**src/rtl/hbit_pkg.sv**
```systemverilog
// ----------------------------------------------------------------------------
// Hitbox intersection test package
// Shared widths, shape codes and pipeline structs for the hitbox pair test.
// ----------------------------------------------------------------------------
package hbit_pkg;

    // Field and datapath widths
    localparam int COORD_W = 20;            // signed Q16.4 origin
    localparam int SIZE_W  = 16;            // unsigned Q12.4 size
    localparam int EDGE_W  = COORD_W + 1;   // origin plus size
    localparam int DIFF_W  = COORD_W + 2;   // origin minus far edge
    localparam int RAD_W   = SIZE_W + 1;    // sum of two radii
    localparam int DIST_W  = COORD_W;       // clamped distance magnitude
    localparam int SQ_W    = 2 * DIST_W;    // squared axis distance
    localparam int RSQ_W   = 2 * RAD_W;     // squared radius
    localparam int SUM_W   = SQ_W + 1;      // sum of two squares

    // Shape codes
    localparam logic SHAPE_RECT   = 1'b0;
    localparam logic SHAPE_CIRCLE = 1'b1;

    typedef logic signed [COORD_W-1:0] t_coord;
    typedef logic signed [EDGE_W-1:0]  t_edge;
    typedef logic signed [DIFF_W-1:0]  t_diff;
    typedef logic        [SIZE_W-1:0]  t_size;
    typedef logic        [RAD_W-1:0]   t_rad;
    typedef logic        [DIST_W-1:0]  t_dist;
    typedef logic        [SQ_W-1:0]    t_sq;
    typedef logic        [RSQ_W-1:0]   t_rsq;
    typedef logic        [SUM_W-1:0]   t_sum;

    // Control that travels with each beat
    typedef struct packed {
        logic valid;    // beat present in this stage
        logic is_rr;    // rectangle against rectangle
        logic rr_hit;   // overlap result for the rectangle pair
    } t_ctl;

    // Rectangle against circle geometry after edge setup
    typedef struct packed {
        t_coord rx;     // rectangle left
        t_coord ry;     // rectangle top
        t_edge  rright; // rectangle right
        t_edge  rbot;   // rectangle bottom
        t_coord cx;     // circle center x
        t_coord cy;     // circle center y
        t_rad   rad;    // circle radius
    } t_geo;

    // Clamped distances to the circle center
    typedef struct packed {
        t_dist dx;
        t_dist dy;
        t_rad  rad;
    } t_dst;

endpackage

```
**src/rtl/hbit_prep.sv**
```systemverilog
// ----------------------------------------------------------------------------
// Hitbox edge setup stage
// Orders the pair as rectangle against circle, forms far edges and settles
// the rectangle pair overlap test.
// ----------------------------------------------------------------------------
module hbit_prep (
    input  logic                 i_clk,
    input  logic                 i_rst_n,
    input  logic                 i_valid,
    input  logic                 i_shape_a,
    input  hbit_pkg::t_coord     i_ax,
    input  hbit_pkg::t_coord     i_ay,
    input  hbit_pkg::t_size      i_a_width,
    input  hbit_pkg::t_size      i_a_height,
    input  hbit_pkg::t_size      i_a_radius,
    input  logic                 i_shape_b,
    input  hbit_pkg::t_coord     i_bx,
    input  hbit_pkg::t_coord     i_by,
    input  hbit_pkg::t_size      i_b_width,
    input  hbit_pkg::t_size      i_b_height,
    input  hbit_pkg::t_size      i_b_radius,
    output hbit_pkg::t_ctl       o_ctl,
    output hbit_pkg::t_geo       o_geo
);
    import hbit_pkg::*;

    t_ctl   r_ctl, n_ctl;
    t_geo   r_geo, n_geo;
    t_coord rx, ry;
    t_size  rw, rh;
    t_edge  ax_e, ay_e, bx_e, by_e;
    t_edge  a_right, a_bot, b_right, b_bot;

    // Rectangle pair overlap: touching edges count as a hit
    always_comb begin
        ax_e    = {i_ax[COORD_W-1], i_ax};
        ay_e    = {i_ay[COORD_W-1], i_ay};
        bx_e    = {i_bx[COORD_W-1], i_bx};
        by_e    = {i_by[COORD_W-1], i_by};
        a_right = ax_e + t_edge'({1'b0, i_a_width});
        a_bot   = ay_e + t_edge'({1'b0, i_a_height});
        b_right = bx_e + t_edge'({1'b0, i_b_width});
        b_bot   = by_e + t_edge'({1'b0, i_b_height});
    end

    // Pick the rectangle and the circle; a circle pair becomes a point
    // against a circle of the summed radius
    always_comb begin
        rx        = i_ax;
        ry        = i_ay;
        rw        = i_a_width;
        rh        = i_a_height;
        n_geo.cx  = i_bx;
        n_geo.cy  = i_by;
        n_geo.rad = t_rad'({1'b0, i_b_radius});
        if (i_shape_a == SHAPE_CIRCLE) begin
            if (i_shape_b == SHAPE_RECT) begin
                rx        = i_bx;
                ry        = i_by;
                rw        = i_b_width;
                rh        = i_b_height;
                n_geo.cx  = i_ax;
                n_geo.cy  = i_ay;
                n_geo.rad = t_rad'({1'b0, i_a_radius});
            end else begin
                rw        = '0;
                rh        = '0;
                n_geo.rad = t_rad'({1'b0, i_a_radius}) + t_rad'({1'b0, i_b_radius});
            end
        end
        n_geo.rx     = rx;
        n_geo.ry     = ry;
        n_geo.rright = t_edge'({rx[COORD_W-1], rx}) + t_edge'({1'b0, rw});
        n_geo.rbot   = t_edge'({ry[COORD_W-1], ry}) + t_edge'({1'b0, rh});

        n_ctl.valid  = i_valid;
        n_ctl.is_rr  = (i_shape_a == SHAPE_RECT) && (i_shape_b == SHAPE_RECT);
        n_ctl.rr_hit = !((ax_e > b_right) || (a_right < bx_e) ||
                         (ay_e > b_bot)   || (a_bot < by_e));
    end

    // Advance valid under reset, payload free running
    always_ff @(posedge i_clk) begin
        if (!i_rst_n) begin
            r_ctl.valid <= 1'b0;
        end else begin
            r_ctl.valid <= n_ctl.valid;
        end
        r_ctl.is_rr  <= n_ctl.is_rr;
        r_ctl.rr_hit <= n_ctl.rr_hit;
        r_geo        <= n_geo;
    end

    assign o_ctl = r_ctl;
    assign o_geo = r_geo;

endmodule

```
**src/rtl/hbit_clamp.sv**
```systemverilog
// ----------------------------------------------------------------------------
// Hitbox clamp stage
// Clamps the circle center to the rectangle and keeps the distance from
// the clamped point to the center on each axis.
// ----------------------------------------------------------------------------
module hbit_clamp (
    input  logic                 i_clk,
    input  logic                 i_rst_n,
    input  hbit_pkg::t_ctl       i_ctl,
    input  hbit_pkg::t_geo       i_geo,
    output hbit_pkg::t_ctl       o_ctl,
    output hbit_pkg::t_dst       o_dst
);
    import hbit_pkg::*;

    t_ctl r_ctl;
    t_dst r_dst, n_dst;

    // Distance from center to the span [lo, hi], zero when inside
    function automatic t_dist span_dist(t_coord lo, t_edge hi, t_coord c);
        t_edge below;
        t_diff above;
        t_dist d;
        below = t_edge'({lo[COORD_W-1], lo}) - t_edge'({c[COORD_W-1], c});
        above = t_diff'({{2{c[COORD_W-1]}}, c}) - t_diff'({hi[EDGE_W-1], hi});
        d     = '0;
        if (!below[EDGE_W-1] && (below != '0)) begin
            d = below[DIST_W-1:0];
        end else if (!above[DIFF_W-1] && (above != '0)) begin
            d = above[DIST_W-1:0];
        end
        return d;
    endfunction

    // Clamp both axes
    always_comb begin
        n_dst.dx  = span_dist(i_geo.rx, i_geo.rright, i_geo.cx);
        n_dst.dy  = span_dist(i_geo.ry, i_geo.rbot, i_geo.cy);
        n_dst.rad = i_geo.rad;
    end

    always_ff @(posedge i_clk) begin
        if (!i_rst_n) begin
            r_ctl.valid <= 1'b0;
        end else begin
            r_ctl.valid <= i_ctl.valid;
        end
        r_ctl.is_rr  <= i_ctl.is_rr;
        r_ctl.rr_hit <= i_ctl.rr_hit;
        r_dst        <= n_dst;
    end

    assign o_ctl = r_ctl;
    assign o_dst = r_dst;

endmodule

```
**src/rtl/hbit_sqcmp.sv**
```systemverilog
// ----------------------------------------------------------------------------
// Hitbox square and compare stages
// Squares the axis distances and the radius, then compares the distance
// sum with the squared radius and picks the final hit.
// ----------------------------------------------------------------------------
module hbit_sqcmp (
    input  logic                 i_clk,
    input  logic                 i_rst_n,
    input  hbit_pkg::t_ctl       i_ctl,
    input  hbit_pkg::t_dst       i_dst,
    output logic                 o_valid,
    output logic                 o_hit
);
    import hbit_pkg::*;

    t_ctl r_ctl;
    t_sq  r_sqx, r_sqy;
    t_rsq r_rsq;
    t_sum n_sum;
    logic n_hit;
    logic r_valid, r_hit;

    // Square stage
    always_ff @(posedge i_clk) begin
        if (!i_rst_n) begin
            r_ctl.valid <= 1'b0;
        end else begin
            r_ctl.valid <= i_ctl.valid;
        end
        r_ctl.is_rr  <= i_ctl.is_rr;
        r_ctl.rr_hit <= i_ctl.rr_hit;
        r_sqx        <= i_dst.dx * i_dst.dx;
        r_sqy        <= i_dst.dy * i_dst.dy;
        r_rsq        <= i_dst.rad * i_dst.rad;
    end

    // Sum and compare; equal counts as a hit
    always_comb begin
        n_sum = t_sum'({1'b0, r_sqx}) + t_sum'({1'b0, r_sqy});
        n_hit = r_ctl.is_rr ? r_ctl.rr_hit
                            : (n_sum <= t_sum'({{(SUM_W-RSQ_W){1'b0}}, r_rsq}));
    end

    // Result register drives the strobe
    always_ff @(posedge i_clk) begin
        if (!i_rst_n) begin
            r_valid <= 1'b0;
        end else begin
            r_valid <= r_ctl.valid;
        end
        r_hit <= n_hit;
    end

    assign o_valid = r_valid;
    assign o_hit   = r_hit;

endmodule

```
**src/rtl/hitbox_intersection_test_core.sv**
```systemverilog
// ----------------------------------------------------------------------------
// Hitbox intersection test core
// Pipelined rectangle and circle pair collision test.
// ----------------------------------------------------------------------------
// One hitbox pair is taken on every clock edge at which start is high; busy
// stays low, so a new pair can follow in every cycle. The answer for a pair
// appears on o_hit with o_valid high for a single cycle, in the order the
// pairs came in. The four register stages are edge setup, clamp to the
// rectangle, squaring, and the final sum and compare; the first of them
// captures the pair at the edge that takes it. Touching shapes count as a
// hit.
module hitbox_intersection_test_core (
    input  logic                 i_clk,
    input  logic                 i_rst_n,
    input  logic                 start,
    output logic                 busy,
    input  logic                 i_shape_a,
    input  hbit_pkg::t_coord     i_ax,
    input  hbit_pkg::t_coord     i_ay,
    input  hbit_pkg::t_size      i_a_width,
    input  hbit_pkg::t_size      i_a_height,
    input  hbit_pkg::t_size      i_a_radius,
    input  logic                 i_shape_b,
    input  hbit_pkg::t_coord     i_bx,
    input  hbit_pkg::t_coord     i_by,
    input  hbit_pkg::t_size      i_b_width,
    input  hbit_pkg::t_size      i_b_height,
    input  hbit_pkg::t_size      i_b_radius,
    output logic                 o_valid,
    output logic                 o_hit
);
    import hbit_pkg::*;

    t_ctl s1_ctl, s2_ctl;
    t_geo s1_geo;
    t_dst s2_dst;

    // Pipeline never holds off a beat
    assign busy = 1'b0;

    hbit_prep u_prep (
        .i_clk      (i_clk),
        .i_rst_n    (i_rst_n),
        .i_valid    (start),
        .i_shape_a  (i_shape_a),
        .i_ax       (i_ax),
        .i_ay       (i_ay),
        .i_a_width  (i_a_width),
        .i_a_height (i_a_height),
        .i_a_radius (i_a_radius),
        .i_shape_b  (i_shape_b),
        .i_bx       (i_bx),
        .i_by       (i_by),
        .i_b_width  (i_b_width),
        .i_b_height (i_b_height),
        .i_b_radius (i_b_radius),
        .o_ctl      (s1_ctl),
        .o_geo      (s1_geo)
    );

    hbit_clamp u_clamp (
        .i_clk   (i_clk),
        .i_rst_n (i_rst_n),
        .i_ctl   (s1_ctl),
        .i_geo   (s1_geo),
        .o_ctl   (s2_ctl),
        .o_dst   (s2_dst)
    );

    hbit_sqcmp u_sqcmp (
        .i_clk   (i_clk),
        .i_rst_n (i_rst_n),
        .i_ctl   (s2_ctl),
        .i_dst   (s2_dst),
        .o_valid (o_valid),
        .o_hit   (o_hit)
    );

endmodule
```
**config.mk**
```make
export PLATFORM = sky130hd
export DESIGN_NAME = hitbox_intersection_test_core
export DESIGN_NICKNAME = d
export VERILOG_FILES = /design/src/rtl/hbit_pkg.sv /design/src/rtl/hbit_prep.sv /design/src/rtl/hbit_clamp.sv /design/src/rtl/hbit_sqcmp.sv /design/src/rtl/hitbox_intersection_test_core.sv
export SDC_FILE = /design/constraint.sdc
export NUM_CORES = 2
export LEC_CHECK = 0
export BUFFER_PORTS_ARGS = -buffer_cell sky130_fd_sc_hd__buf_2
export CELL_PAD_IN_SITES_DETAIL_PLACEMENT = 1
export CELL_PAD_IN_SITES_GLOBAL_PLACEMENT = 1
export CORE_MARGIN = 2
export CORE_UTILIZATION = 55
export CTS_CLUSTER_SIZE = 14
export DETAILED_ROUTE_END_ITERATION = 7
export PLACE_DENSITY_LB_ADDON = 0.3
export SYNTH_ARGS = -nofsm -noshare
export SYNTH_HDL_FRONTEND = slang
export SYNTH_HIERARCHICAL = 1
export SYNTH_SLANG_ARGS = --single-unit
```
**constraint.sdc**
```tcl
create_clock -name i_clk -period 16.3 [get_ports i_clk]
set_clock_uncertainty 0.1 [all_clocks]
set_input_delay 0 -clock i_clk [delete_from_list [all_inputs] [get_ports i_clk]]
set_output_delay 0 -clock i_clk [all_outputs]
set_load 0.005 [all_outputs]
```
; Yosys cells after proc, flatten, opt, wreduce, memory -nomap -nowiden
; Cells that the tools add are included.
[word_totals]
register_bits = 321
latchBits = 0
mem_bits_rw = 0
mem_bits_ro = 0
input_bits = 181
output_inout_bits = 3
mem_count = 0
[op_classes]
add_sub_neg = 12
mul = 3
div = 0
n_lt_le_gt_ge = 5
n_eq_ne = 0
shift = 0
muxes = 16
n_bitwise = 2
reduce_logical = 18
[ops]
columns = op, n
row1 = two-way mux 20 bit, 8
row2 = adder 20 x 17 -> 21 bit, 6
row3 = multiplier 20 x 20 -> 40 bit, 2
row4 = two-way mux 16 bit, 4
row5 = two-way mux 57 bit, 1
row6 = nonzero test 22 bit, 2
row7 = subtractor 20 x 21 -> 22 bit, 2
row8 = greater-than comparator 20 x 21 -> 1 bit, 2
row9 = < comparator 21 x 20 -> 1 bit, 2
row10 = nonzero test 21 bit, 2
row11 = subtractor 20 x 20 -> 21 bit, 2
row12 = adder 40 x 40 -> 41 bit, 1
row13 = <= comparator 41 x 34 -> 1 bit, 1
row14 = two-way mux 40 bit, 1
row15 = multiplier 17 x 17 -> 34 bit, 1
row16 = adder 16 x 16 -> 17 bit, 1
row17 = two-way mux 17 bit, 1
row18 = logical AND 1 bit, 5
row19 = logical NOT 1 bit, 5
row20 = logical OR 1 bit, 3
row21 = inverter 1 bit, 2
row22 = AND reduction 2 bit, 1
row23 = two-way mux 1 bit, 1

; Longest topological paths before layout
[logic_depth]
word_depth = 6
ltp_mapped = 29

; Hierarchy
; Netlist, hierarchy kept.
[modules_own_cells]
columns = module, n_inst, cells_each, area_each_um2
row1 = hbit_sqcmp, 1, 3961, 36273.5
row2 = hbit_prep, 1, 1389, 11579.9
row3 = hbit_clamp, 1, 787, 6194.7
row4 = hitbox_intersection_test_core, 1, 2, 11.3

; Worst setup path after synthesis
; OpenSTA, ideal clock, no wires.
[synth_path]
kind = register -> register
start = reg u_clamp.r_dst, in the netlist u_clamp/o_dst[52]
end = reg u_sqcmp.r_sqx[38]
setup_ns = 0.124
arrival_ns = 6.620
setup_slack_ns = 9.455
path_stages_with_launch = 25
cell_sequence = dfxtp_1 clkbuf_1 clkbuf_1 nand2_1 fa_1 inv_1 fa_1 inv_1 fa_1 inv_1 fa_1 fa_1 fa_1 fa_1 ha_1 and3_1 a31oi_1 o21ai_1 a21o_1 a21oi_1 a21oi_1 o211ai_1 a21oi_1 o2111a_1 a2111o_1
[synth_between]
elab_chain_cells = 1
[synth_rtl]
columns = item, line
row1 = "start, declared", hbit_clamp.sv:17  ; t_dst r_dst, n_dst;
row2 = "start signal, assigned", hbit_clamp.sv:50  ; r_dst <= n_dst;
row3 = multiplier 20 x 20 -> 40 bit, hbit_sqcmp.sv:32  ; r_sqx <= i_dst.dx * i_dst.dx;
row4 = "end signal, assigned", hbit_sqcmp.sv:32
row5 = "end, declared", hbit_sqcmp.sv:17  ; t_sq r_sqx, r_sqy;
; No other way between the ends.
; A chain may end at the register's enable or synchronous reset.

; Worst setup path after layout
[layout_path]
start = reg u_clamp.r_dst, in the netlist u_clamp/o_dst[44]
end = reg u_sqcmp.r_sqx[37]
; Same word-level chain as after synthesis.

==> metrics.csv <==
stage,metric,value,unit
sta,finalHoldViolations,0,
cells_and_area,nets,8170,
cells_and_area,n_fill_cell,11300,
worst_setup_path,rrSetupSlack,8.01,ns
logic_synthesis,synth.area.top_cells,"fa_1 (28%), ha_1 (18%), dfxtp_1 (12%)",
worst_setup_path,cp_max_fo,22,
clock_tree,clock_sinks,318,
cells_and_area,final_cell_mix,"inv_1 (1226), ha_1 (763), fa_1 (761), nand2_1 (573), dfxtp_1 (318)",
floorplanning,die_h,318,um
drt,viasPerCell,5.95,
placement,place_congestion,0.911,
clock_tree,cts_resized,0,
floorplanning,fp.dieArea,0.101,sq mm
floorplanning,ioPinCount,184,
sta,max_slew.worst_pin.slew,1.17,ns
logic_synthesis,seq_area_frac_synth,11.8,%
logic_synthesis,synth_edf_count,0,
clock_tree,cts_made_buffers,37,
worst_setup_path,crit_type,reg2reg,
drt,firstDrtPassIters,5,
sta,layout_min_cycle_time,8.29,ns
clock_tree,path_clk_slew,0.06,ns
logic_synthesis,synthArstFlopShare,0,%
worst_setup_path,r2r-start,u_clamp/o_dst[44],
floorplanning,dieWidth,318,um
worst_setup_path,worst_setup_path_end_kind,flip-flop,
sta,rsz0062_at_grt,no,
sta,min_period_over_period,50.8,%
logic_synthesis,synthCells,6139,
sta,max_slew_margin,21.7,%
global_routing,grt_max_degree,71,
status,status,"finished, final reports clean",
logic_synthesis,yosysWarnings,6,
worst_hold_path,worstHoldStart,i_a_height[10],
global_routing,grt_pass1_wl,286000,um
logic_synthesis,synthFlopType,dfxtp_1,
sta,fin_setup_tns,0,ns
clock_tree,clockRootBuffer,clkbuf_16,
drt,drc,0,
floorplanning,fp-row-count,114,
floorplanning,initial_core_util,55.7,%
logic_synthesis,ys_seq_elements,318,
global_routing,gr-usage-all-layers,35.3,%
placement,port_buffers,182,
logic_synthesis,yosysTopAreaCell,fa_1,
cells_and_area,final_common_cell,inv_1,
clock_tree,cts_tree,built,
worst_setup_path,worstPathArrival,8.68,ns
global_routing,antenna_found_initial,7,
placement,hpwl,132000,um
cells_and_area,area_growth,10.5,%
sta,fmax,121,MHz
drt,route.detailed.wl_per_inst,22.9,um
logic_synthesis,synth.cell_area,0.0541,sq mm
sta,slew_violations,0,
cells_and_area,fin_util,61.6,%
logic_synthesis,avgSynthCellArea,8.81,sq um
logic_synthesis,synth_fp_nets,7844,
logic_synthesis,synth_top_area_share,28.2,%
worst_setup_path,cp-start-kind,flip-flop,
floorplanning,core_area,0.0970,sq mm
clock_tree,cts_buffer_depth,3,
worst_hold_path,hp-class,in2reg,
logic_synthesis,yosysUniqueCellTypes,98,
clock_tree,h-tree-depth,2,
drt,drtIter0Drc,2448,
global_routing,grt_pass1_vias,54200,
clock_tree,clk_latency,0.60,ns
cells_and_area,drive_gt1_share,5.38,%
run,cap_violations,0,
drt,num_vias,46300,
sta,setup_viol,0,
drt,final_antenna_net_count,0,
worst_setup_path,crit_start,u_clamp/o_dst[44],
drt,routed_wl,178000,um
global_routing,overflow,0,
worst_setup_path,required,16.69,ns
## layer usage
layer | GRT usage (%) | wire length (um) | vias up
met2 | 65.2 | 91500 | 1750
met4 | 20.7 | 11600 | 6
met1 | 39.2 | 67100 | 23200
met5 | 0 | 35 | -
li1 | - | - | 20500
met3 | 3.97 | 8030 | 754
## worst max-delay path: stages, from the launching register on
cell and delay [ns]:
dfxtp_1 1.03, nand2_1 0.36, xor2_1 0.25, ha_1 0.21, a31o_2 0.22, fa_1 0.49, inv_1 0.06, fa_1 0.50
inv_1 0.06, fa_1 0.48, fa_1 0.59, fa_1 0.47, fa_1 0.49, ha_1 0.39, a21o_1 0.20, a21o_1 0.17
a21oi_1 0.22, o22ai_1 0.11, a211oi_1 0.75, nor4_1 0.19, o31a_1 0.36, o32ai_1 0.31, xnor2_1 0.15
## state kept, by name (all words and copies together), names as in the netlist, 3 cells and up
| name | flops |
|---|---|
| u_sqcmp/r_sqy | 39 |
| u_sqcmp/r_ctl | 3 |
| u_sqcmp/r_sqx | 39 |
| u_clamp/o_ctl | 3 |
| u_prep/o_geo | 139 |
| u_prep/o_ctl | 3 |
| u_clamp/o_dst | 57 |
| u_sqcmp/r_rsq | 33 |
## path summary, 6_finish.rpt
path	to	cells after the start
setup reg to reg	u_sqcmp/r_sqx[37]	22
hold / removal	u_prep/o_geo[67]	4
hold reg to reg	u_clamp/o_ctl[1]	0
setup / recovery	u_sqcmp/r_sqx[37]	22
## logic make-up (layout without fill, tap and decap cells)
group / after synthesis / in the layout / share of synthesized area (%)
AO/OA/AOI/OAI: 1101 / 1101 / 13.6
XOR/XNOR: 328 / 328 / 5.31
adder cells (fa/ha/maj): 1524 / 1524 / 45.8
buffers and inverters: 1379 / 1731 / 9.64
flip-flops: 318 / 318 / 11.8
multiplexers: 59 / 59 / 1.12
other: 1 / 6 / 0.00694
AND/OR/NAND/NOR: 1429 / 1429 / 12.7
## timing repair
item | 4_1_cts | 5_1_grt
hold buffers | 228 | 0
endpoints found under the hold margin | 140 | 0
buffers inserted | 0 | 0
## area by class of cell
| cell class | instances | area [sq um] | area share [%] |
|---|---|---|---|
| tap | 1276 | 1600 | 2.67 |
| clock buffer | 42 | 995 | 1.67 |
| clock inverter | 23 | 236 | 0.396 |
| inverter | 1228 | 4610 | 7.72 |
| multi-input combinational | 4442 | 42500 | 71.2 |
| timing repair buffer | 438 | 3400 | 5.70 |
| sequential | 318 | 6370 | 10.7 |
| antenna | 5 | 12.5 | 0.0209 |
## stage by stage
step	hold WS, ns	instance area (sq um)	setup slack (ns)	std cells
6_report	0.0394	59700	8.01	7772
5_1_grt	0.0665	59700	7.70	7771
4_1_cts	0.000944	59700	8.16	7767
3_5_place_dp	0.110	56200	8.20	7474
3_3_place_gp	0.102	56200	8.68	7474
2_1_floorplan	0.00862	54100	9.46	6139
## cell usage after synthesis, types with 13 or more instances
library cell,instances
nor3_1,57
nand4_1,42
and3_1,41
a22o_1,31
o21bai_1,45
o31a_1,14
a21o_1,164
nor4_1,19
nor2b_1,60
or3_1,14
mux2i_1,52
and2_1,221
nand3_1,63
xor2_1,119
a31oi_1,35
a21oi_1,293
o31ai_1,13
o211ai_1,16
o21ai_1,37
nand2_1,574
a21boi_1,14
fa_1,761
inv_1,1226
a21boi_0,14
nor2_1,228
o21ai_0,199
o21a_1,42
a211oi_1,33
clkbuf_1,130
or2_2,24
nand2b_1,39
xnor2_1,209
dfxtp_1,318
ha_1,763
Power is not shown: default switching activity piles up to over one toggle a cycle in this logic, so the estimate is an artifact.
